$ cat src/hw/rtl/streaming_tail_var_es_assert.svh
// assertion macros shared by the tail tracker modules
`ifndef STREAMING_TAIL_VAR_ES_ASSERT_SVH
`define STREAMING_TAIL_VAR_ES_ASSERT_SVH
`ifndef SYNTHESIS
`define STVE_ASSERT(lbl, clk, rst, prop) \
   lbl: assert property (@(posedge clk) disable iff (rst) (prop)) \
      else $error("stve assertion failed");
`define STVE_ASSERT_NEVER(lbl, clk, rst, prop) \
   lbl: assert property (@(posedge clk) disable iff (rst) !(prop)) \
      else $error("stve assertion failed");
`else
`define STVE_ASSERT(lbl, clk, rst, prop)
`define STVE_ASSERT_NEVER(lbl, clk, rst, prop)
`endif
`endif

$ cat src/hw/rtl/stve_pkg.sv
// types and constants of the streaming tail tracker
package stve_pkg;

   localparam int TAIL_MAX    = 256;
   localparam int LOSS_W      = 32;
   localparam int TAIL_SIZE_W = 9;
   localparam int IDX_W       = (TAIL_MAX > 1) ? $clog2(TAIL_MAX) : 1;
   localparam int CNT_W       = $clog2(TAIL_MAX + 1);
   localparam int SUM_W       = LOSS_W + IDX_W;
   localparam int DIV_STEPS   = SUM_W;
   localparam int STEP_W      = $clog2(DIV_STEPS + 1);

   typedef enum logic {
      ENG_IDLE,
      ENG_SCAN
   } eng_state_type;

   typedef enum logic [1:0] {
      DIV_IDLE,
      DIV_RUN,
      DIV_OUT
   } div_state_type;

   typedef struct packed {
      logic                     accepted;
      logic signed [LOSS_W-1:0] var_value;
      logic signed [SUM_W-1:0]  sum;
      logic [CNT_W-1:0]         count;
   } job_type;

endpackage

$ cat src/hw/rtl/stve_queue.sv
// two-beat input queue between the request port and the tracker engine
module stve_queue (
   input  logic                              clock,
   input  logic                              reset,
   input  logic                              req_valid,
   output logic                              req_stall,
   input  logic signed [stve_pkg::LOSS_W-1:0] req_loss,
   output logic                              q_valid,
   output logic signed [stve_pkg::LOSS_W-1:0] q_loss,
   input  logic                              q_take
);

   logic signed [stve_pkg::LOSS_W-1:0] slots_ff [2];
   logic       wr_ptr_ff;
   logic       wr_ptr_in;
   logic       rd_ptr_ff;
   logic       rd_ptr_in;
   logic [1:0] fill_ff;
   logic [1:0] fill_in;
   logic       push;
   logic       pop;

   assign req_stall = (fill_ff == 2'd2);
   assign push      = req_valid && !req_stall;
   assign pop       = q_take && q_valid;
   assign q_valid   = (fill_ff != 2'd0);
   assign q_loss    = slots_ff[rd_ptr_ff];

   always_comb begin
      wr_ptr_in = push ? !wr_ptr_ff : wr_ptr_ff;
      rd_ptr_in = pop ? !rd_ptr_ff : rd_ptr_ff;
      fill_in   = fill_ff;
      if (push && !pop) begin
         fill_in = fill_ff + 2'd1;
      end else if (pop && !push) begin
         fill_in = fill_ff - 2'd1;
      end
   end

   always_ff @(posedge clock) begin
      if (reset) begin
         wr_ptr_ff <= 1'b0;
         rd_ptr_ff <= 1'b0;
         fill_ff   <= 2'd0;
      end else begin
         wr_ptr_ff <= wr_ptr_in;
         rd_ptr_ff <= rd_ptr_in;
         fill_ff   <= fill_in;
      end
   end

   always_ff @(posedge clock) begin
      if (push) begin
         slots_ff[wr_ptr_ff] <= req_loss;
      end
   end

endmodule

$ cat config.mk
export PLATFORM = sky130hd
export DESIGN_NAME = stve_queue
export DESIGN_NICKNAME = d
export VERILOG_FILES = /design/src/hw/rtl/streaming_tail_var_es_assert.svh /design/src/hw/rtl/stve_pkg.sv /design/src/hw/rtl/stve_queue.sv
export SDC_FILE = /design/constraint.sdc
export NUM_CORES = 1
export LEC_CHECK = 0
export BUFFER_PORTS_ARGS = -buffer_cell sky130_fd_sc_hd__buf_2
export CAP_MARGIN = 20
export CORE_MARGIN = 5
export CORE_UTILIZATION = 35
export CTS_CLUSTER_SIZE = 28
export DETAILED_ROUTE_END_ITERATION = 8
export SLEW_MARGIN = 10
export SYNTH_ARGS = -nofsm -noshare
export SYNTH_HDL_FRONTEND = slang
export SYNTH_SLANG_ARGS = --single-unit
export TNS_END_PERCENT = 20
$ cat constraint.sdc
create_clock -name clock -period 4.2 [get_ports clock]
set_clock_uncertainty 0.2 [all_clocks]
set_input_delay 0.84 -clock clock [delete_from_list [all_inputs] [get_ports clock]]
set_output_delay 0.84 -clock clock [all_outputs]
set_load 0.02 [all_outputs]
==> impl_metrics.yaml, run 1 <==
sta:
  finalCritPeriodShare: 0.6254
  worst_slew_margin_rel: 0.5160
  fin_crit_ns: 2.627
  tightestPinTransition_ns: 0.7253
  finalSetupViolCount: 0
  setup_tns_ns: 0
  rsz0062_at_grt: "false"
  finalMaxSlewViolations: 0
  hold_viol: 0
  fmax_ghz: 0.3807
power:
  clkPwrFrac: 0.229
  swShare: 0.3110
  power_switching_uw: 587.6
  intPower_mw: 1.302
  leakagePower_nw: 1.190
  power.density_mw_per_mm2: 599.2
  combinationalPowerShare: 0.298
  vdd_drop_max_mv: 0.2225
  p_seq_frac: 0.472
  total_power_mw: 1.889
die:
  initial_core_util: 0.3543
  die-area_mm2: 0.009025
  num_rows: 31
  io_pins: 70
  die_x_um: 95
  core_area_mm2: 0.007137
  dieHeight_um: 95
global_routing:
  grt_max_degree: 33
  grt-ovfl-total: 0
  grt_pass1_vias: 1405
  grt_first_pass_wirelength_um: 6748
  antenna_found_initial: 0
  track_usage: 0.1024
critical_path:
  arrival_ns: 1.59
  startpoint_type: "register"
  worstSetupPathType: "register to primary output"
  crit_fanout: 32
  end_kind: "primary output"
  worstPathCellList: "buf_4, mux2_2, buf_2"
  worstPathRequired_ns: 3.16
  slowest_stage: "mux2_2"
  cpPeakStageDelay_ns: 0.41
clock_tree:
  postCtsSetupRepairBufs: 0
  cts-htree-levels: 3
  cts_hold_buf: 0
  clk_pin_slew_ns: 0.07
  cts.sinks: 69
  clk-insertion-delay-late_ns: 0.32
  cts_buffers: 9
  post_cts_resized: 0
  cts_buffer_depth: 2
  root_buffer: "clkbuf_8"
  cts_tree: "yes"
logic_synthesis:
  avgSynthCellArea_um2: 20.23
  synth_cell_types: 16
  synth_cells: 125
  syn_area_mm2: 0.002529
  synth.ff_latch_count: 69
  yosysSeqAreaShare: 0.7996
  synth_nets: 162
  yosysWarnings: 0
route:
  vias: 1309
  drt-total-wl_um: 4359
  drc: 0
  vias_per_cell: 4.250
  post_drt_wl_per_cell_um: 14.15
  drt_iter0_markers: 41
  postRouteAntennaNets: 0
  drtPass1Iterations: 2
final_layout:
  syn_to_final_growth_pct: 24.69
  nFillCells: 667
  nets: 241
  stdcell_area_mm2: 0.003153
  drive_above_1_share: 0.5646
  layoutNonFillerInstCount: 308
  n_antenna_cell: 0
  mostFrequentLayoutCells: "buf_2 (69), edfxtp_1 (64), mux2_2 (30)"
  mostFrequentLayoutCell: "buf_2"
placement:
  gp_congestion: 0.6634
  dpl_cell_area_mm2: 0.002994
  post-dp-hpwl_um: 2902
  io_buffer_count: 69
  dp.cells: 292
worst_hold_path:
  min_path_type: "register to register"
job:
  cap_violations: 0
outcome:
  status: "finished, final reports clean"
==> layout make-up <==
class / count / area [um2] / share of cell area
flip-flops and latches: 69 / 2022 / 0.6413
multi-input cells: 50 / 473.0 / 0.1500
repair buffers: 72 / 367.9 / 0.1167
clock buffers: 11 / 131.4 / 0.04167
well taps: 99 / 123.9 / 0.03929
clock inverters: 5 / 27.53 / 0.008730
inverters: 2 / 7.507 / 0.002381
==> flip-flops by register name, summed over array words and instances (netlist names), named ones only <==
register,count
fill_ff,2
slots_ff,64
rd_ptr_ff,1
wr_ptr_ff,1
==> cells by family (layout without fill, tap and decap cells) <==
kind of cell,count (synthesis),after routing,synth area share
flip-flops,69,69,0.7996
multiplexers,32,32,0.1425
AND/OR/NAND/NOR,9,9,0.01930
buffers and inverters,6,90,0.01336
AO/OA/AOI/OAI,5,5,0.009895
XOR/XNOR,3,3,0.01039
adder cells (fa/ha/maj),1,1,0.004947
==> power by group through the flow <==
stage / clock, mW / sequential (mW) / combinational [mW]
after floorplan: 0 / 0.902 / 0.408
after global placement: 0 / 0.906 / 0.575
after detailed placement: 0 / 0.908 / 0.577
after CTS: 0.457 / 0.894 / 0.579
after global routing: 0.483 / 0.902 / 0.614
final: 0.433 / 0.893 / 0.563
==> critical path, delay by kind of cell (launching register included) <==
kind	cells	cell delay (ns)
buf+inv	2	0.54
flops	1	0.31
mux	1	0.41
==> through the flow <==
step | utilization | setup slack [ns] | hold WS, ns
floorplan | - | 1.734 | 0.2516
CTS | 0.4418 | 1.526 | 0.2938
global placement | 0.4195 | 1.426 | 0.2791
finish | 0.4418 | 1.573 | 0.2857
detailed placement | 0.4195 | 1.385 | 0.2838
global route | 0.4418 | 1.462 | 0.3324
==> routing by layer <==
layer / global-route usage / routed length (um)
met1: 0.1249 / 1845
met2: 0.1585 / 2109
met3: 0.03028 / 299
met4: 0.06490 / 104
met5: 0 / 0
==> worst paths after layout <==
| kind | from | end | slack, ns | cells after the start |
|---|---|---|---|---|
| max | register | q_loss[27] | 1.57 | 3 |
| min | wr_ptr_ff | wr_ptr_ff | 0.29 | 2 |
| max reg2reg | fill_ff[0] | slots_ff[0][31] | 1.94 | 4 |
| min reg2reg | wr_ptr_ff | wr_ptr_ff | 0.29 | 2 |
==> Yosys cell counts <==
cell	number	share of area
nor2_1	4	0.0059
edfxtp_1	64	0.76
dfxtp_1	5	0.040
buf_4	3	0.0089
ha_1	1	0.0049
mux2_1	2	0.0089
o21ai_0	3	0.0059
clkbuf_1	1	0.0015
or3_1	2	0.0049
mux2_2	30	0.13
xor2_1	3	0.010
a21oi_1	2	0.0040
and2_1	1	0.0025
nor2b_2	1	0.0035
inv_1	2	0.0030
or2_2	1	0.0025
No activity file was read; power rests on OpenSTA's default activity.
==> inputs of run 2 (changes only) <==
- clock period: 4.2 -> 2.53 ns (I/O delays scaled with it)
==> run 2 against run 1 <==
Compared with the run above: count of clock-buffer cells in the layout shrank 1; power grew 78%; first-iteration DRC count is 44% lower; critical path depth did not move; global-route usage is 0.13 points lower; sequential share of layout area down 1.4 points; combinational power rose by 72%; die area unchanged; non-clock buffer count unchanged.
==> impl_metrics.yaml, run 2 (synthesis gave the netlist of run 1 again) <==
critical_path:
  r2r_slack_ns: 0.80
  r2r-start: "fill_ff[0]"
  arrival_ns: 1.44
  startpoint_type: "register"
  worstSetupPathType: "register to primary output"
  crit_fanout: 32
  end_kind: "primary output"
  worstPathRequired_ns: 1.82
clock_tree:
  root_buffer: "clkbuf_8"
  post_cts_resized: 0
  cts_hold_buf: 0
  cts_buffers: 9
  cts-htree-levels: 3
  postCtsSetupRepairBufs: 0
  cts_buffer_depth: 2
  clk_pin_slew_ns: 0.07
  cts_tree: "yes"
  clk-insertion-delay-late_ns: 0.32
  cts.sinks: 69
worst_hold_path:
  min_path_type: "input port to register"
  hp-start: "req_loss[2]"
job:
  cap_violations: 0
die:
  num_rows: 31
  initial_core_util: 0.3543
  io_pins: 70
  die_x_um: 95
  core_area_mm2: 0.007137
  die-area_mm2: 0.009025
  dieHeight_um: 95
final_layout:
  nets: 241
  mostFrequentLayoutCells: "buf_2 (69), edfxtp_1 (64), mux2_2 (30)"
  layoutNonFillerInstCount: 307
  stdcell_area_mm2: 0.003223
  syn_to_final_growth_pct: 27.46
  regMostFlops: "slots_ff"
  n_antenna_cell: 0
  largest_registers: "slots_ff x64, fill_ff x2"
  largest_reg_flops: 64
  mostFrequentLayoutCell: "buf_2"
  drive_above_1_share: 0.5625
power:
  power.density_mw_per_mm2: 1041
  total_power_mw: 3.357
  leakagePower_nw: 1.214
  vdd_drop_max_mv: 0.5010
global_routing:
  grt-ovfl-total: 0
  track_usage: 0.1011
  grt_pass1_vias: 1380
  grt_first_pass_wirelength_um: 6430
  grt_max_degree: 33
  antenna_found_initial: 0
sta:
  finalSetupViolCount: 0
  rsz0062_at_grt: "false"
  setup_tns_ns: 0
  tightestPinTransition_ns: 0.4222
  worst_slew_margin_rel: 0.7185
  hold_viol: 0
  finalMaxSlewViolations: 0
  fmax_ghz: 0.4662
  holdWs_ns: 0.1673
  finalCritPeriodShare: 0.8479
  fin_crit_ns: 2.145
route:
  drt_iter0_markers: 23
  postRouteAntennaNets: 0
  drc: 0
  drtPass1Iterations: 4
  post_drt_wl_per_cell_um: 14.10
  drt-total-wl_um: 4330
  vias_per_cell: 4.264
  vias: 1309
placement:
  io_buffer_count: 69
  dp.cells: 292
  dpl_cell_area_mm2: 0.003019
  gp_congestion: 0.6742
outcome:
  status: "finished, final reports clean"
==> run 2: metal layers <==
layer	vias up	GRT usage	wire length, um
li1	640	-	-
met1	623	0.1075	1718
met2	37	0.1685	2246
met3	9	0.03267	254
met4	0	0.07212	110
met5	-	0	0
==> run 2: per-stage QoR <==
| stage | setup WS, ns | utilization |
|---|---|---|
| CTS | 0.3387 | 0.4516 |
| floorplan | 0.3978 | - |
| global placement | 0.6755 | 0.4230 |
| global route | 0.3141 | 0.4516 |
| finish | 0.3848 | 0.4516 |
| detailed placement | 0.6790 | 0.4230 |
==> run 2: where the power goes <==
group	switching, mW	total, mW	internal, mW
sequential	0.0478	1.48	1.44
clock	0.359	0.903	0.544
combinational	0.567	0.969	0.402
total	0.974	3.36	2.38
==> run 2: final timing paths <==
| kind | endpoint | depth (start not counted) |
|---|---|---|
| setup / recovery | q_loss[28] | 3 |
| hold / removal | slots_ff[1][2] | 1 |
| setup reg to reg | fill_ff[1] | 4 |
| hold reg to reg | wr_ptr_ff | 2 |
==> run 2: layout make-up <==
cell class	count	area, um2
clock buffers	10	127.6
flip-flops and latches	69	2022
fillers	674	3914
inverters	2	7.507
well taps	99	123.9
repair buffers	72	392.9
multi-input cells	50	473.0
clock inverters	5	76.32
==> run 2: worst max-delay path, cell delays in order (launching register included) <==
cell and delay, ns:
dfxtp_1 0.36, buf_12 0.21, mux2_2 0.37, buf_2 0.16
==> inputs of run 3 (changes only) <==
- ABC_AREA: default -> 1
- clock period: 2.53 -> 1.8 ns (I/O delays scaled with it)
==> run 3 against run 2 <==
Compared with the run above: the run now ends with setup timing left; via count rose by 17%; register-to-register slack got worse by 0.68 ns; sequential share of layout area down 11 points; design area rose by 21%; clock power increased by 63%; die area is 6.4% higher; critical path depth stayed put; final cell count is 15% higher; critical path type unchanged; highest routed layer unchanged.
==> impl_metrics.yaml, run 3 <==
critical_path:
  end_kind: "primary output"
  r2r_slack_ns: 0.12
  crit_family: "flip-flops"
  regToRegEndpoint: "fill_ff[1]"
  crit_fanout: 11
  worstSetupPathType: "register to primary output"
  worstPathCellList: "buf_12, mux2_4, buf_2"
  arrival_ns: 1.39
  r2r-start: "fill_ff[1]"
  r2r_cells: 9
  slowest_stage: "dfxtp_4"
  startpoint_type: "register"
  cp_num_cells: 3
  cpPeakStageDelay_ns: 0.43
  cp-endpoint: "q_loss[11]"
  path_buf_inv: 2
  worstPathRequired_ns: 1.24
final_layout:
  drive_above_1_share: 0.5079
  stdcell_area_mm2: 0.003900
  regMostFlops: "slots_ff"
  largest_registers: "slots_ff x64, fill_ff x2"
  nets: 285
  syn_to_final_growth_pct: 43.91
  final_core_util: 0.5100
  mostFrequentLayoutCell: "edfxtp_1"
  mostFrequentLayoutCells: "edfxtp_1 (64), buf_2 (49), mux2_4 (32)"
  largest_reg_flops: 64
  n_antenna_cell: 0
route:
  drtPass1Iterations: 4
  met1_length_um: 2134
  wl_met2_um: 2674
  vias_per_cell: 4.311
  postRouteAntennaNets: 0
  post_drt_wl_per_cell_um: 14.75
  dr.max_layer_used: "met4"
  vias: 1526
  met3_length_um: 332
  drt-total-wl_um: 5221
  drc: 0
  drt_iter0_markers: 39
logic_synthesis:
  yosysSeqAreaShare: 0.7461
  synth_edf_count: 64
  ys_top_cells_by_count: "edfxtp_1 (64), mux2_4 (30), inv_1 (8), nor2_1 (8), nand2_1 (7)"
  synth_top_area_frac: 0.7091
  synth_mux_area_frac: 0.1745
  avgSynthCellArea_um2: 19.78
  yosysWarnings: 0
  synth.ff_latch_count: 69
  synth_cell_types: 15
  synth_nets: 174
  synth_cells: 137
  syn_area_mm2: 0.002710
  synth_top_area_cell: "edfxtp_1"
  ys_async_sr_fraction: 0
  synthAdderAreaFrac: 0.004617
  synth_top_family_by_area: "multiplexers"
  yosys.cell_count.top_type: "edfxtp_1"
  ys.flop_type: "edfxtp_1"
  synth-xor-area-share: 0
  synthSimpleGateAreaFrac: 0.02678
  synth_compound_area_frac: 0.01062
  synthTopCellsByArea: "edfxtp_1 (71%), mux2_4 (17%), dfxtp_1 (3.7%), buf_12 (2.2%), inv_1 (1.1%)"
worst_hold_path:
  min_path_cells: 1
  min_path_type: "input port to register"
die:
  core_area_mm2: 0.007647
  initial_core_util: 0.3544
  die-area_mm2: 0.009603
  num_rows: 32
  dieHeight_um: 98.00
  io_pins: 70
  die_x_um: 98.00
placement:
  gp_congestion: 0.8489
  post-dp-hpwl_um: 3261
  dpl_cell_area_mm2: 0.003186
  io_buffer_count: 69
sta:
  holdWs_ns: 0.01964
  fmax_ghz: 0.5118
  tightestPinTransition_ns: 0.3094
  rsz0062_at_grt: "true"
  finalCritPeriodShare: 1.086
  layout_setup_ws_ns: -0.1539
  hold_viol: 0
  finalSetupViolCount: 32
  worst_slew_margin_rel: 0.7938
  fin_crit_ns: 1.954
  finalMaxSlewViolations: 0
global_routing:
  grt_max_degree: 21
  track_usage: 0.1105
  grt_pass1_vias: 1701
  grt_first_pass_wirelength_um: 7990
  grt-ovfl-total: 0
  antenna_found_initial: 0
power:
  leakagePower_nw: 1.569
  power.density_mw_per_mm2: 1375
  vdd_drop_max_mv: 0.6454
clock_tree:
  postCtsSetupRepairBufs: 0
  root_buffer: "clkbuf_8"
  cts-htree-levels: 3
  cts_tree: "yes"
  clk_pin_slew_ns: 0.07
  cts_buffer_depth: 2
  cts_buffers: 9
  clk-insertion-delay-late_ns: 0.34
  cts.sinks: 69
outcome:
  status: "finished with violations"
  violations: "setup timing"
job:
  cap_violations: 0
==> run 3: cell count changes after synthesis, sizes merged, moves of 2 or more <==
cell,change
inv,+6
nand2,+7
nand3,+2
nor2,+4
or3,-2
xor2,-3
==> run 3: worst min-delay path by stage <==
stage / start / end
6_report: req_loss[3] / slots_ff[1][3]
5_1_grt: req_loss[15] / slots_ff[0][15]
4_1_cts: req_loss[31] / slots_ff[1][31]
3_5_place_dp: rd_ptr_ff / rd_ptr_ff
3_3_place_gp: rd_ptr_ff / rd_ptr_ff
2_1_floorplan: req_loss[0] / slots_ff[0][0]
==> run 3: metrics by stage <==
stage	instances	setup TNS, ns	worst slack [ns]	power, mW
2_1_floorplan	137	-8.135	-0.1271	3.214
3_3_place_gp	310	0	0.1679	3.570
3_5_place_dp	310	0	0.09844	3.596
4_1_cts	347	-5.365	-0.2121	5.221
5_1_grt	354	-6.329	-0.2193	5.632
6_report	354	-4.225	-0.1539	5.364
==> run 3: worst reg2reg max path: stages, from the launching register on <==
cell	delay, ns
dfxtp_1	0.34
inv_1	0.10
o21ai_4	0.23
inv_1	0.09
ha_1	0.30
inv_1	0.08
nand3_1	0.07
nand2_1	0.06
inv_1	0.04
nor2_1	0.10
==> run 3: final cells by class <==
type                    instances  area [um2]
inverters                       8       30.03
repair buffers                104       863.3
fillers                       671        3747
multi-input cells              56       616.8
well taps                     102       127.6
flip-flops and latches         69        2027
clock inverters                 6       111.4
clock buffers                   9       123.9
==> run 3: timing repair <==
action | 4_1_cts | 5_1_grt
setup endpoints to repair | 32 | 33
hold endpoints to repair | 42 | 10
gates resized for setup | 14 | 35
hold buffers | 21 | 6
gates cloned | 1 | 1
==> run 3: routing by layer <==
| metal | vias up | track usage |
|---|---|---|
| met2 | 44 | 0.1738 |
| met4 | 0 | 0.05964 |
| met1 | 738 | 0.1266 |
| li1 | 736 | - |
| met3 | 8 | 0.04857 |
| met5 | - | 0 |
==> run 3: logic make-up after synthesis <==
kind of cell             count (synthesis)
AND/OR/NAND/NOR                         18
adder cells (fa/ha/maj)                  1
multiplexers                            32
flip-flops                              69
buffers and inverters                   12
AO/OA/AOI/OAI                            5
==> run 3: power by group <==
group          internal, mW  switching [mW]
combinational         0.888           0.868
sequential             2.04          0.0984
clock                 0.915           0.559
