`config.mk`:
```
export PLATFORM = sky130hd
export DESIGN_NAME = stve_divider
export DESIGN_NICKNAME = d
export VERILOG_FILES = /design/src/hw/rtl/stve_pkg.sv /design/src/hw/rtl/stve_divider.sv
export VERILOG_INCLUDE_DIRS = /design/src /design/src/hw/rtl
export SDC_FILE = /design/constraint.sdc
export NUM_CORES = 1
export LEC_CHECK = 0
export ABC_AREA = 1
export BUFFER_PORTS_ARGS = -buffer_cell sky130_fd_sc_hd__buf_2
export CAP_MARGIN = 10
export CORE_ASPECT_RATIO = 0.8
export CORE_MARGIN = 3
export CORE_UTILIZATION = 55
export DETAILED_ROUTE_END_ITERATION = 16
export GPL_ROUTABILITY_DRIVEN = 0
export PLACE_DENSITY_LB_ADDON = 0.2
export SLEW_MARGIN = 20
export SYNTH_ARGS = -nofsm -noshare
export SYNTH_HDL_FRONTEND = slang
export SYNTH_SLANG_ARGS = --single-unit
```
`constraint.sdc`:
```
create_clock -name clock -period 4.3 [get_ports clock]
set_input_delay 0.645 -clock clock [delete_from_list [all_inputs] [get_ports clock]]
set_output_delay 0.645 -clock clock [all_outputs]
set_load 0.03 [all_outputs]
```
`src/hw/rtl/streaming_tail_var_es_assert.svh`:
```
// assertion macros shared by the tail tracker modules
`ifndef STREAMING_TAIL_VAR_ES_ASSERT_SVH
`define STREAMING_TAIL_VAR_ES_ASSERT_SVH
`ifndef SYNTHESIS
`define STVE_ASSERT(lbl, clk, rst, prop) \
   lbl: assert property (@(posedge clk) disable iff (rst) (prop)) \
      else $error("stve assertion failed");
`define STVE_ASSERT_NEVER(lbl, clk, rst, prop) \
   lbl: assert property (@(posedge clk) disable iff (rst) !(prop)) \
      else $error("stve assertion failed");
`else
`define STVE_ASSERT(lbl, clk, rst, prop)
`define STVE_ASSERT_NEVER(lbl, clk, rst, prop)
`endif
`endif

```
`src/hw/rtl/stve_pkg.sv`:
```
// types and constants of the streaming tail tracker
package stve_pkg;

   localparam int TAIL_MAX    = 256;
   localparam int LOSS_W      = 32;
   localparam int TAIL_SIZE_W = 9;
   localparam int IDX_W       = (TAIL_MAX > 1) ? $clog2(TAIL_MAX) : 1;
   localparam int CNT_W       = $clog2(TAIL_MAX + 1);
   localparam int SUM_W       = LOSS_W + IDX_W;
   localparam int DIV_STEPS   = SUM_W;
   localparam int STEP_W      = $clog2(DIV_STEPS + 1);

   typedef enum logic {
      ENG_IDLE,
      ENG_SCAN
   } eng_state_type;

   typedef enum logic [1:0] {
      DIV_IDLE,
      DIV_RUN,
      DIV_OUT
   } div_state_type;

   typedef struct packed {
      logic                     accepted;
      logic signed [LOSS_W-1:0] var_value;
      logic signed [SUM_W-1:0]  sum;
      logic [CNT_W-1:0]         count;
   } job_type;

endpackage

```
`src/hw/rtl/stve_divider.sv`:
```
// mean of the held losses by restoring division, plus the result register
`include "streaming_tail_var_es_assert.svh"
module stve_divider (
   input  logic                                   clock,
   input  logic                                   reset,
   input  logic                                   job_valid,
   input  stve_pkg::job_type                      job,
   output logic                                   job_ready,
   output logic                                   rsp_valid,
   input  logic                                   rsp_stall,
   output logic                                   rsp_accepted,
   output logic signed [stve_pkg::LOSS_W-1:0]     rsp_var_value,
   output logic signed [stve_pkg::LOSS_W-1:0]     rsp_es_value,
   output logic [stve_pkg::TAIL_SIZE_W-1:0]       rsp_retained_count
);

   stve_pkg::div_state_type            state_ff;
   stve_pkg::div_state_type            state_in;
   logic [stve_pkg::STEP_W-1:0]        step_ff;
   logic [stve_pkg::STEP_W-1:0]        step_in;
   logic [stve_pkg::SUM_W-1:0]         quo_ff;
   logic [stve_pkg::SUM_W-1:0]         quo_in;
   logic [stve_pkg::CNT_W-1:0]         rem_ff;
   logic [stve_pkg::CNT_W-1:0]         rem_in;
   logic [stve_pkg::CNT_W-1:0]         div_ff;
   logic [stve_pkg::CNT_W-1:0]         div_in;
   logic                               neg_ff;
   logic                               neg_in;
   logic                               acc_ff;
   logic                               acc_in;
   logic signed [stve_pkg::LOSS_W-1:0] var_ff;
   logic signed [stve_pkg::LOSS_W-1:0] var_in;
   logic [stve_pkg::CNT_W:0]           trial;
   logic                               fits;
   logic [stve_pkg::LOSS_W-1:0]        es_mag;
   logic                               load;

   assign trial  = {rem_ff, quo_ff[stve_pkg::SUM_W-1]};
   assign fits   = (trial >= {1'b0, div_ff});
   assign es_mag = quo_ff[stve_pkg::LOSS_W-1:0];

   assign rsp_valid          = (state_ff == stve_pkg::DIV_OUT);
   assign rsp_accepted       = acc_ff;
   assign rsp_var_value      = var_ff;
   assign rsp_es_value       = neg_ff ? -es_mag : es_mag;
   assign rsp_retained_count = stve_pkg::TAIL_SIZE_W'(div_ff);

   always_comb begin
      job_ready = (state_ff == stve_pkg::DIV_IDLE) ||
                  (state_ff == stve_pkg::DIV_OUT && !rsp_stall);
      load      = job_valid && job_ready;
      state_in  = state_ff;
      step_in   = step_ff;
      quo_in    = quo_ff;
      rem_in    = rem_ff;
      div_in    = div_ff;
      neg_in    = neg_ff;
      acc_in    = acc_ff;
      var_in    = var_ff;
      case (state_ff)
         stve_pkg::DIV_IDLE: begin
         end
         stve_pkg::DIV_RUN: begin
            quo_in  = {quo_ff[stve_pkg::SUM_W-2:0], fits};
            rem_in  = fits ? stve_pkg::CNT_W'(trial - {1'b0, div_ff})
                           : stve_pkg::CNT_W'(trial);
            step_in = stve_pkg::STEP_W'(step_ff + 1'b1);
            if (step_ff == stve_pkg::STEP_W'(stve_pkg::DIV_STEPS - 1)) begin
               state_in = stve_pkg::DIV_OUT;
            end
         end
         stve_pkg::DIV_OUT: begin
            if (!rsp_stall) begin
               state_in = stve_pkg::DIV_IDLE;
            end
         end
         default: begin
            state_in = stve_pkg::DIV_IDLE;
         end
      endcase
      if (load) begin
         state_in = stve_pkg::DIV_RUN;
         step_in  = '0;
         rem_in   = '0;
         neg_in   = job.sum[stve_pkg::SUM_W-1];
         quo_in   = job.sum[stve_pkg::SUM_W-1] ? -job.sum : job.sum;
         div_in   = job.count;
         acc_in   = job.accepted;
         var_in   = job.var_value;
      end
   end

   always_ff @(posedge clock) begin
      if (reset) begin
         state_ff <= stve_pkg::DIV_IDLE;
      end else begin
         state_ff <= state_in;
      end
   end

   always_ff @(posedge clock) begin
      step_ff <= step_in;
      quo_ff  <= quo_in;
      rem_ff  <= rem_in;
      div_ff  <= div_in;
      neg_ff  <= neg_in;
      acc_ff  <= acc_in;
      var_ff  <= var_in;
   end

   `STVE_ASSERT(a_div_nonzero, clock, reset, state_ff != stve_pkg::DIV_IDLE |-> div_ff != '0)
   `STVE_ASSERT_NEVER(a_rem_range, clock, reset, state_ff != stve_pkg::DIV_IDLE && rem_ff >= div_ff)

endmodule

```
==> results_dict.tcl, run 1 <==
set metrics [dict create \
    outcome "finished clean" \
    synth-main-ff-cell "edfxtp_1" \
    post_cts.repair.setup_buffers 0 \
    n_fill_cell 940 \
    num_rows 34 \
    drv_slew 0 \
    powerDensity_nw_per_um2 434 \
    cp_max_fo 27 \
    fin_setup_tns_ns 0 \
    cts_max_level 3 \
    clockBufferDepth 2 \
    hold_viol_final 0 \
    synthArstFlopShare 0 \
    yosysSeqAreaShare 0.451 \
    hold_class "input pin to flop" \
    cts_tree "yes" \
    viasPerCell 5.39 \
    grt_start_max_net_pins 81 \
    clock-sinks 100 \
    synth-compound-area-share 0.0783 \
    r2r-start "quo_ff[39]" \
    cts_hold_buf 0 \
    ir_drop_uv 239 \
    period_share 0.688 \
    area_growth_pct 19.8 \
    crit_start "neg_ff" \
    rsz0062_at_grt "false" \
    synth_cells 794 \
    arrival_ns 2.31 \
    worst_slew_pin_slew_ns 0.953 \
    synth_edf_count 83 \
    wire_per_inst_um 15.1 \
    drive_gt1_frac 0.224 \
    synth.most_common_cell "nand2_1" \
    synth_top_family_by_area "simple AND/OR/NAND/NOR gates" \
    skew_ns 0.00709 \
    numCtsBuffers 9 \
    endpoint "rsp_es_value[18]" \
    grt_pass1_wl_um 26600 \
    antenna_found_initial 0 \
    die_w_um 125 \
    antenna_left 0 \
    nets 1049 \
    syn_area_um2 6280 \
    fmax_mhz 338 \
    critPathCaptureType "primary output" \
    synth.area.mux_share 0 \
    first_iter_violations 611 \
    reg2regPathDepth 12 \
    synth.avg_cell_area_um2 7.91 \
    setup_viol 0 \
    vias 5927 \
    drt_wl_total_um 16600 \
    die_area_um2 12700 \
    yosysUniqueCellTypes 44 \
    insertion_delay_ns 0.35 \
    synth_seq_cells 100 \
    crit_required_ns 3.65 \
    crit_family "flip-flops" \
    initial_core_util 0.570 \
    coreArea_um2 11000 \
    grt.overflow.total 0 \
    die_h_um 102 \
    crit_chain "inv_1 > a21oi_1 > xor2_1 > buf_2" \
    boundaryPins 162 \
    grtUsageTotal 0.259 \
    synth_fp_nets 893 \
    clk_pin_slew_ns 0.08 \
    grt_pass1_vias 5343 \
    cp.depth 4 \
    synth.top_cells.by_count "nand2_1, inv_1, edfxtp_1, nor2_1, nand3_1" \
    synth_fa_ha_area_frac 0.0271 \
    finalNonFillerCells 1099 \
    synth_top_cell_by_area "edfxtp_1" \
    dr.pass1.iters 5 \
    dpl.hpwl_um 12600 \
    power_leakage_nw 3.51 \
    synth-simple-area-share 0.302 \
    slew_headroom 0.365 \
    rr_endpoint "quo_ff[0]" \
    cts_resized 0 \
    drc 0 \
    synth-warning-count 0 \
    portBuffers 161 \
    yosys.area_share.xor_xnor 0.0670 \
    cp-start-kind "flop" \
    dp_cells 1083 \
    max_stage_delay_ns 0.86 \
    diodes 0 \
    critPathKind "flop to primary output" \
    r2r_slack_ns 1.99 \
    cts.root.buffer_cell "clkbuf_16" \
    synth_top_area_frac 0.397 \
    maxCapViolations 0 \
    cp_num_buf_inv 2 \
    cp_slowest_cell "edfxtp_1" \
    post-route-min-period_ns 2.96 \
    synth.area.top_cells "edfxtp_1, nand2_1, nand3_1" \
]
==> how the worst min path moves through the flow <==
stage,end,cells after the start,start,slack [ns]
5_1_grt,rsp_var_value[4],1,job[53],0.45
2_1_floorplan,rem_ff[4],2,rem_ff[4],0.44
3_5_place_dp,step_ff[5],2,step_ff[5],0.47
4_1_cts,rsp_var_value[9],1,job[58],0.46
3_3_place_gp,step_ff[5],2,step_ff[5],0.46
6_report,rsp_var_value[7],1,job[56],0.46
==> stage by stage <==
step                      worst slack (ns)  total power, mW   util  hold WS (ns)  cell area, um2
after floorplan                       1.42             2.11      -         0.443            6280
after global placement                1.63             2.37  0.653         0.464            7200
after detailed placement              1.58             2.40  0.653         0.471            7200
after CTS                             1.36             3.27  0.682         0.457            7520
after global routing                  1.14             3.44  0.682         0.455            7520
final                                 1.34             3.26  0.682         0.465            7520
==> sequential cells by signal, summed over array words and instances, names as in the netlist <==
signal and count:
state_ff 2, step_ff 6, quo_ff 40, rem_ff 9, rsp_retained_count 9, rsp_accepted 1, neg_ff 1, rsp_var_value 32
==> routing by layer <==
layer / GRT usage / up-vias / share of wire
li1: - / 2933 / -
met1: 0.373 / 2682 / 0.44
met2: 0.401 / 292 / 0.44
met3: 0.0648 / 20 / 0.10
met4: 0.0583 / 0 / 0.014
met5: 0 / - / 0
==> worst reg2reg max path: cells and delay by family (launching register included) <==
family | cells | cell delay, ns
and+or+nand+nor | 5 | 0.64
buffers and inverters | 3 | 0.22
AOI/OAI and AO/OA | 2 | 0.23
DFF | 1 | 0.40
adders and majority gates | 2 | 0.54
==> cell families after synthesis <==
logic type      count (synthesis)
fa+ha+maj                      13
flops                         100
xor+xnor                       48
buf+inv                       118
simple gates                  429
compound gates                 86
==> layout make-up <==
type / count / area, um2 / area share
multi-input combinational: 576 / 2980 / 0.396
sequential: 100 / 2830 / 0.377
timing repair buffer: 165 / 836 / 0.111
inverter: 98 / 368 / 0.0489
clock buffer: 9 / 225 / 0.0300
tap: 144 / 180 / 0.0240
clock inverter: 7 / 97.6 / 0.0130
==> power by group <==
| part | internal, mW | leakage, nW | switching, mW |
|---|---|---|---|
| logic | 0.355 | 2.40 | 0.737 |
| clock network | 0.472 | 0.159 | 0.398 |
| registers | 1.20 | 0.951 | 0.104 |
| total | 2.03 | 3.51 | 1.24 |
==> cell usage in the layout (no fill, tap or decap), types with 2 or more instances in the layout <==
master and instances:
clkbuf_16 9, nand4_1 13, buf_4 4, inv_8 3
nand3_1 81, ha_1 12, o31ai_1 3, nor2_2 12
xor2_1 39, o21a_1 2, xnor2_1 9, edfxtp_1 83
buf_2 161, nand2_1 210, dfxtp_1 17, o21ai_2 4
a22oi_1 2, nor3_1 7, o211ai_1 2, inv_1 94
inv_2 2, nand2_2 4, nor2_1 83, nand3b_1 8
o21ai_1 4, o21ai_0 47, nand3_2 2, a21oi_1 18
clkinv_1 2
Power figures use the tool's default switching activity.
==> run 2, diff against run 1 <==
- CORE_UTILIZATION: 55 -> 49
- clock period: 4.3 -> 2.5 ns (I/O delays scaled with it)
==> results_dict.tcl, run 2 (same netlist as run 1, synthesis figures left out) <==
set metrics [dict create \
    reg2regPathDepth 12 \
    grt.overflow.total 0 \
    cts.root.buffer_cell "clkbuf_16" \
    diodes 0 \
    grt_start_max_net_pins 60 \
    period_share 0.984 \
    hold_ws_ns 0.188 \
    p_seq_frac 0.393 \
    skew_ns 0.00516 \
    critPathKind "flop to primary output" \
    finalWorstSetupSlack_ns 0.0412 \
    maxCapViolations 0 \
    hp-start "reset" \
    dr.pass1.iters 5 \
    cpMostUsedCell "nor2_4" \
    worst_slew_pin_slew_ns 0.479 \
    dp_slack_ns 0.273 \
    powerDensity_nw_per_um2 725 \
    arrival_ns 2.08 \
    total_power_mw 5.65 \
    numCtsBuffers 9 \
    hold_class "input pin to flop" \
    cp_max_fo 4 \
    r2r_slack_ns 0.35 \
    cp_num_buf_inv 2 \
    cts_max_level 3 \
    antenna_found_initial 0 \
    drive_gt1_frac 0.252 \
    antenna_left 0 \
    dpl.hpwl_um 12700 \
    drt_wl_total_um 16400 \
    rsz0062_at_grt "true" \
    grt.met3_usage 0.0530 \
    coreArea_um2 12300 \
    cp-start-kind "flop" \
    crit_chain "inv_2 > ha_4 > nand4_4 > nor2_4 > nand2_2 > nor2_4 > a21oi_1 > xor2_1 > buf_4" \
    die_h_um 107 \
    hold-path-endpoint "state_ff[0]" \
    max_stage_delay_ns 0.45 \
    grt_use_met1 0.338 \
    first_iter_violations 541 \
    regMostFlops "quo_ff" \
    viasPerCell 5.15 \
    post-route-min-period_ns 2.46 \
    power.switching_mw 2.18 \
    slew_headroom 0.681 \
    portBuffers 161 \
    critPathCaptureType "primary output" \
    top_usage_layer "met2" \
    internal_power_mw 3.47 \
    outcome "finished clean" \
    clk_pin_slew_ns 0.08 \
    cts_tree "yes" \
    sw_frac_of_total 0.385 \
    grt_pass1_vias 5332 \
    crit_required_ns 2.12 \
    nets 1058 \
    hold_path_depth 2 \
    clockBufferDepth 2 \
    area_growth_pct 24.2 \
    ir_drop_uv 420 \
    clock-sinks 100 \
    die_w_um 133 \
    fmax_mhz 407 \
    hold_viol_final 0 \
    drc 0 \
    cp_slowest_cell "edfxtp_1" \
    setup_viol 0 \
    r2r-start "quo_ff[39]" \
    drv_slew 0 \
    grt_use_met2 0.344 \
    rr_endpoint "quo_ff[0]" \
    grt_pass1_wl_um 26000 \
    crit_family "simple AND/OR/NAND/NOR gates" \
    num_rows 36 \
    boundaryPins 162 \
    p_comb_frac 0.351 \
    wire_per_inst_um 14.5 \
    die_area_um2 14200 \
    insertion_delay_ns 0.35 \
    final_cell_mix "nand2_1, buf_2, inv_1" \
    p_clk_frac 0.255 \
    vias 5844 \
    grtUsageTotal 0.229 \
    power_leakage_nw 3.58 \
    largest_reg_flops 40 \
    initial_core_util 0.509 \
    layout_commonest_cell "nand2_1" \
]
-- run 2: layout make-up --
cell class / instances / area [um2]
Inverter: 98 / 368
Clock buffer: 9 / 225
Clock inverter: 7 / 93.8
Sequential cell: 100 / 2830
Fill cell: 1153 / 4550
Tap cell: 171 / 214
Multi-Input combinational cell: 576 / 3080
Timing Repair Buffer: 174 / 977
-- run 2: per-stage QoR --
step / setup TNS [ns] / instance area, um2 / utilization / cells
finish: 0 / 7790 / 0.632 / 1135
floorplan: 0 / 6280 / - / 794
global route: -0.571 / 7790 / 0.632 / 1135
CTS: 0 / 7650 / 0.620 / 1131
global placement: 0 / 7280 / 0.590 / 1113
detailed placement: 0 / 7280 / 0.590 / 1113
-- run 2: power by group through the flow --
stage	Clock, mW	Combinational, mW	Sequential [mW]
2_1_floorplan	0	1.34	2.30
3_5_place_dp	0	1.88	2.25
6_report	1.44	1.99	2.22
4_1_cts	1.47	1.92	2.21
3_3_place_gp	0	1.86	2.24
5_1_grt	1.52	2.19	2.25
-- run 2: metal layers --
layer / part of all wire / wire [um]
met4: 0.010 / 170
met5: 0 / 0
met1: 0.47 / 7740
met3: 0.089 / 1470
met2: 0.43 / 7050
-- run 2: worst max-delay path by stage --
stage,from,to,slack [ns],depth (start not counted)
after floorplan,rsp_stall,quo_ff[25],0.02,5
after global placement,quo_ff[1],rsp_es_value[29],0.35,8
after detailed placement,quo_ff[0],rsp_es_value[18],0.27,9
after CTS,quo_ff[1],rsp_es_value[18],0.002,9
after global routing,quo_ff[11],rsp_es_value[22],-0.09,9
final,quo_ff[1],rsp_es_value[18],0.04,9
-- run 2: timing repair --
action,CTS,global route
buffers inserted,2,4
pin swaps,2,4
endpoints found under the hold margin,0,0
resized for setup,11,41
gates cloned,0,0
hold buffers,0,0
setup endpoints to repair,13,19
==> run 3, diff against run 2 <==
==> constraint.sdc (replaced) <==
create_clock -name clock -period 2.5 [get_ports clock]
set_input_delay 0.5 -clock clock [delete_from_list [all_inputs] [get_ports clock]]
set_output_delay 0.5 -clock clock [all_outputs]
set_load 0.03 [all_outputs]
==> results_dict.tcl, run 3 (same netlist as run 1, synthesis figures left out) <==
set metrics [dict create \
    drt_wl_total_um 16700 \
    r2r-start "quo_ff[39]" \
    r2r_slack_ns 0.35 \
    max_stage_delay_ns 0.45 \
    antenna_left 0 \
    drv_slew 0 \
    crit_family "simple AND/OR/NAND/NOR gates" \
    dp_cells 1116 \
    dpl.hpwl_um 12600 \
    die_area_um2 14200 \
    die_w_um 133 \
    hold_path_depth 2 \
    antenna_found_initial 0 \
    cp_num_buf_inv 2 \
    largest_reg_flops 40 \
    grtUsageTotal 0.228 \
    n_fill_cell 1081 \
    ir_drop_uv 408 \
    finalWorstSetupSlack_ns -0.0554 \
    vias 5915 \
    coreArea_um2 12300 \
    cp_max_fo 5 \
    hold_class "input pin to flop" \
    drive_gt1_frac 0.273 \
    rsz0062_at_grt "true" \
    arrival_ns 2.06 \
    dp_slack_ns 0.118 \
    fmax_mhz 391 \
    cts_max_level 3 \
    seq_area_um2 2830 \
    reg2regPathDepth 12 \
    clk_pin_slew_ns 0.07 \
    wire_per_inst_um 14.5 \
    dr.pass1.iters 6 \
    grt_pass1_wl_um 26200 \
    viasPerCell 5.15 \
    portBuffers 161 \
    grt_pass1_vias 5214 \
    cp_slowest_cell "edfxtp_1" \
    hold_viol_final 0 \
    hp-start "reset" \
    finalNonFillerCells 1148 \
    crit_required_ns 2.00 \
    die_h_um 107 \
    nets 1071 \
    critPathCaptureType "primary output" \
    drc 0 \
    clockBufferDepth 2 \
    powerDensity_nw_per_um2 716 \
    num_rows 36 \
    layout_commonest_cell "nand2_1" \
    fin_util 0.648 \
    fin_setup_tns_ns -0.182 \
    setup_viol 9 \
    cts_tree "yes" \
    cts.root.buffer_cell "clkbuf_16" \
    crit_chain "inv_1 > nand4_4 > nor2_4 > nand2_2 > nand2_1 > o21a_1 > xor2_1 > buf_4" \
    first_iter_violations 555 \
    outcome "finished, violations left" \
    slew_headroom 0.717 \
    initial_core_util 0.509 \
    numCtsBuffers 9 \
    maxCapViolations 0 \
    critPathKind "flop to primary output" \
    cp-start-kind "flop" \
    clock-sinks 100 \
    regMostFlops "quo_ff" \
    post-route-min-period_ns 2.56 \
    rr_endpoint "quo_ff[0]" \
    boundaryPins 162 \
    skew_ns 0.00794 \
    hold-path-endpoint "state_ff[0]" \
    period_share 1.02 \
    violations "negative setup slack" \
    area_growth_pct 27.3 \
    grt_start_max_net_pins 81 \
    insertion_delay_ns 0.34 \
    worst_slew_pin_slew_ns 0.424 \
    diodes 0 \
    power_leakage_nw 3.68 \
    multi_input_area_um2 3180 \
    grt.overflow.total 0 \
    final_cell_mix "nand2_1, buf_2, inv_1" \
]
-- run 3: cell count changes in the layout (fill, tap and decap cells not counted), sizes merged --
cell    change
bufinv      +1
clkinv      -2
buf        +12
clkbuf      +2
-- run 3: per-layer routing --
layer,vias to the layer above,global-route usage,share of wire
li1,2961,-,-
met1,2693,0.356,0.48
met2,253,0.334,0.42
met3,8,0.0441,0.089
met4,0,0.0356,0.0058
met5,-,0,0
-- run 3: worst reg2reg max path, delay by kind of cell (launching register included) --
family	cells	cell delay [ns]
buffers and inverters	3	0.21
flip-flops	1	0.40
adder cells (fa/ha/maj)	2	0.53
AO/OA/AOI/OAI	2	0.24
AND/OR/NAND/NOR	5	0.49
-- run 3: how the worst max path moves through the flow --
| stage | slack, ns | to | cells after the start | startpoint |
|---|---|---|---|---|
| floorplan | 0.21 | rsp_es_value[26] | 6 | quo_ff[11] |
| global placement | 0.21 | rsp_es_value[16] | 9 | quo_ff[1] |
| detailed placement | 0.12 | rsp_es_value[16] | 9 | quo_ff[1] |
| CTS | -0.05 | rsp_es_value[29] | 8 | quo_ff[11] |
| global route | -0.15 | rsp_es_value[31] | 8 | quo_ff[0] |
| finish | -0.06 | rsp_es_value[12] | 8 | quo_ff[2] |
-- run 3: what timing repair did --
| item | in CTS | in global routing |
|---|---|---|
| endpoints found under the setup margin | 19 | 22 |
| pin swaps | 7 | 11 |
| buffers inserted | 7 | 9 |
| gates resized for setup | 37 | 36 |
| hold buffers | 0 | 0 |
-- run 3: area by class of cell --
cell class                      count  area share
Multi-Input combinational cell    576       0.398
Sequential cell                   100       0.354
Timing Repair Buffer              187       0.138
Inverter                           98      0.0460
Clock buffer                       10      0.0286
Tap cell                          171      0.0268
Clock inverter                      6     0.00892
-- run 3: per-stage QoR --
| stage | hold WS, ns | instance area [um2] | power, mW |
|---|---|---|---|
| 4_1_cts | 0.314 | 7780 | 5.65 |
| 2_1_floorplan | 0.443 | 6290 | 3.63 |
| 6_report | 0.320 | 7990 | 5.73 |
| 3_5_place_dp | 0.467 | 7300 | 4.16 |
| 3_3_place_gp | 0.460 | 7300 | 4.13 |
| 5_1_grt | 0.316 | 7990 | 6.04 |
-- run 3: report_power, final --
group / switching [mW] / total, mW / leakage, nW / internal [mW]
combinational: 1.33 / 2.08 / 2.58 / 0.749
sequential: 0.166 / 2.23 / 0.951 / 2.06
clock: 0.627 / 1.42 / 0.147 / 0.790
total: 2.13 / 5.73 / 3.68 / 3.60
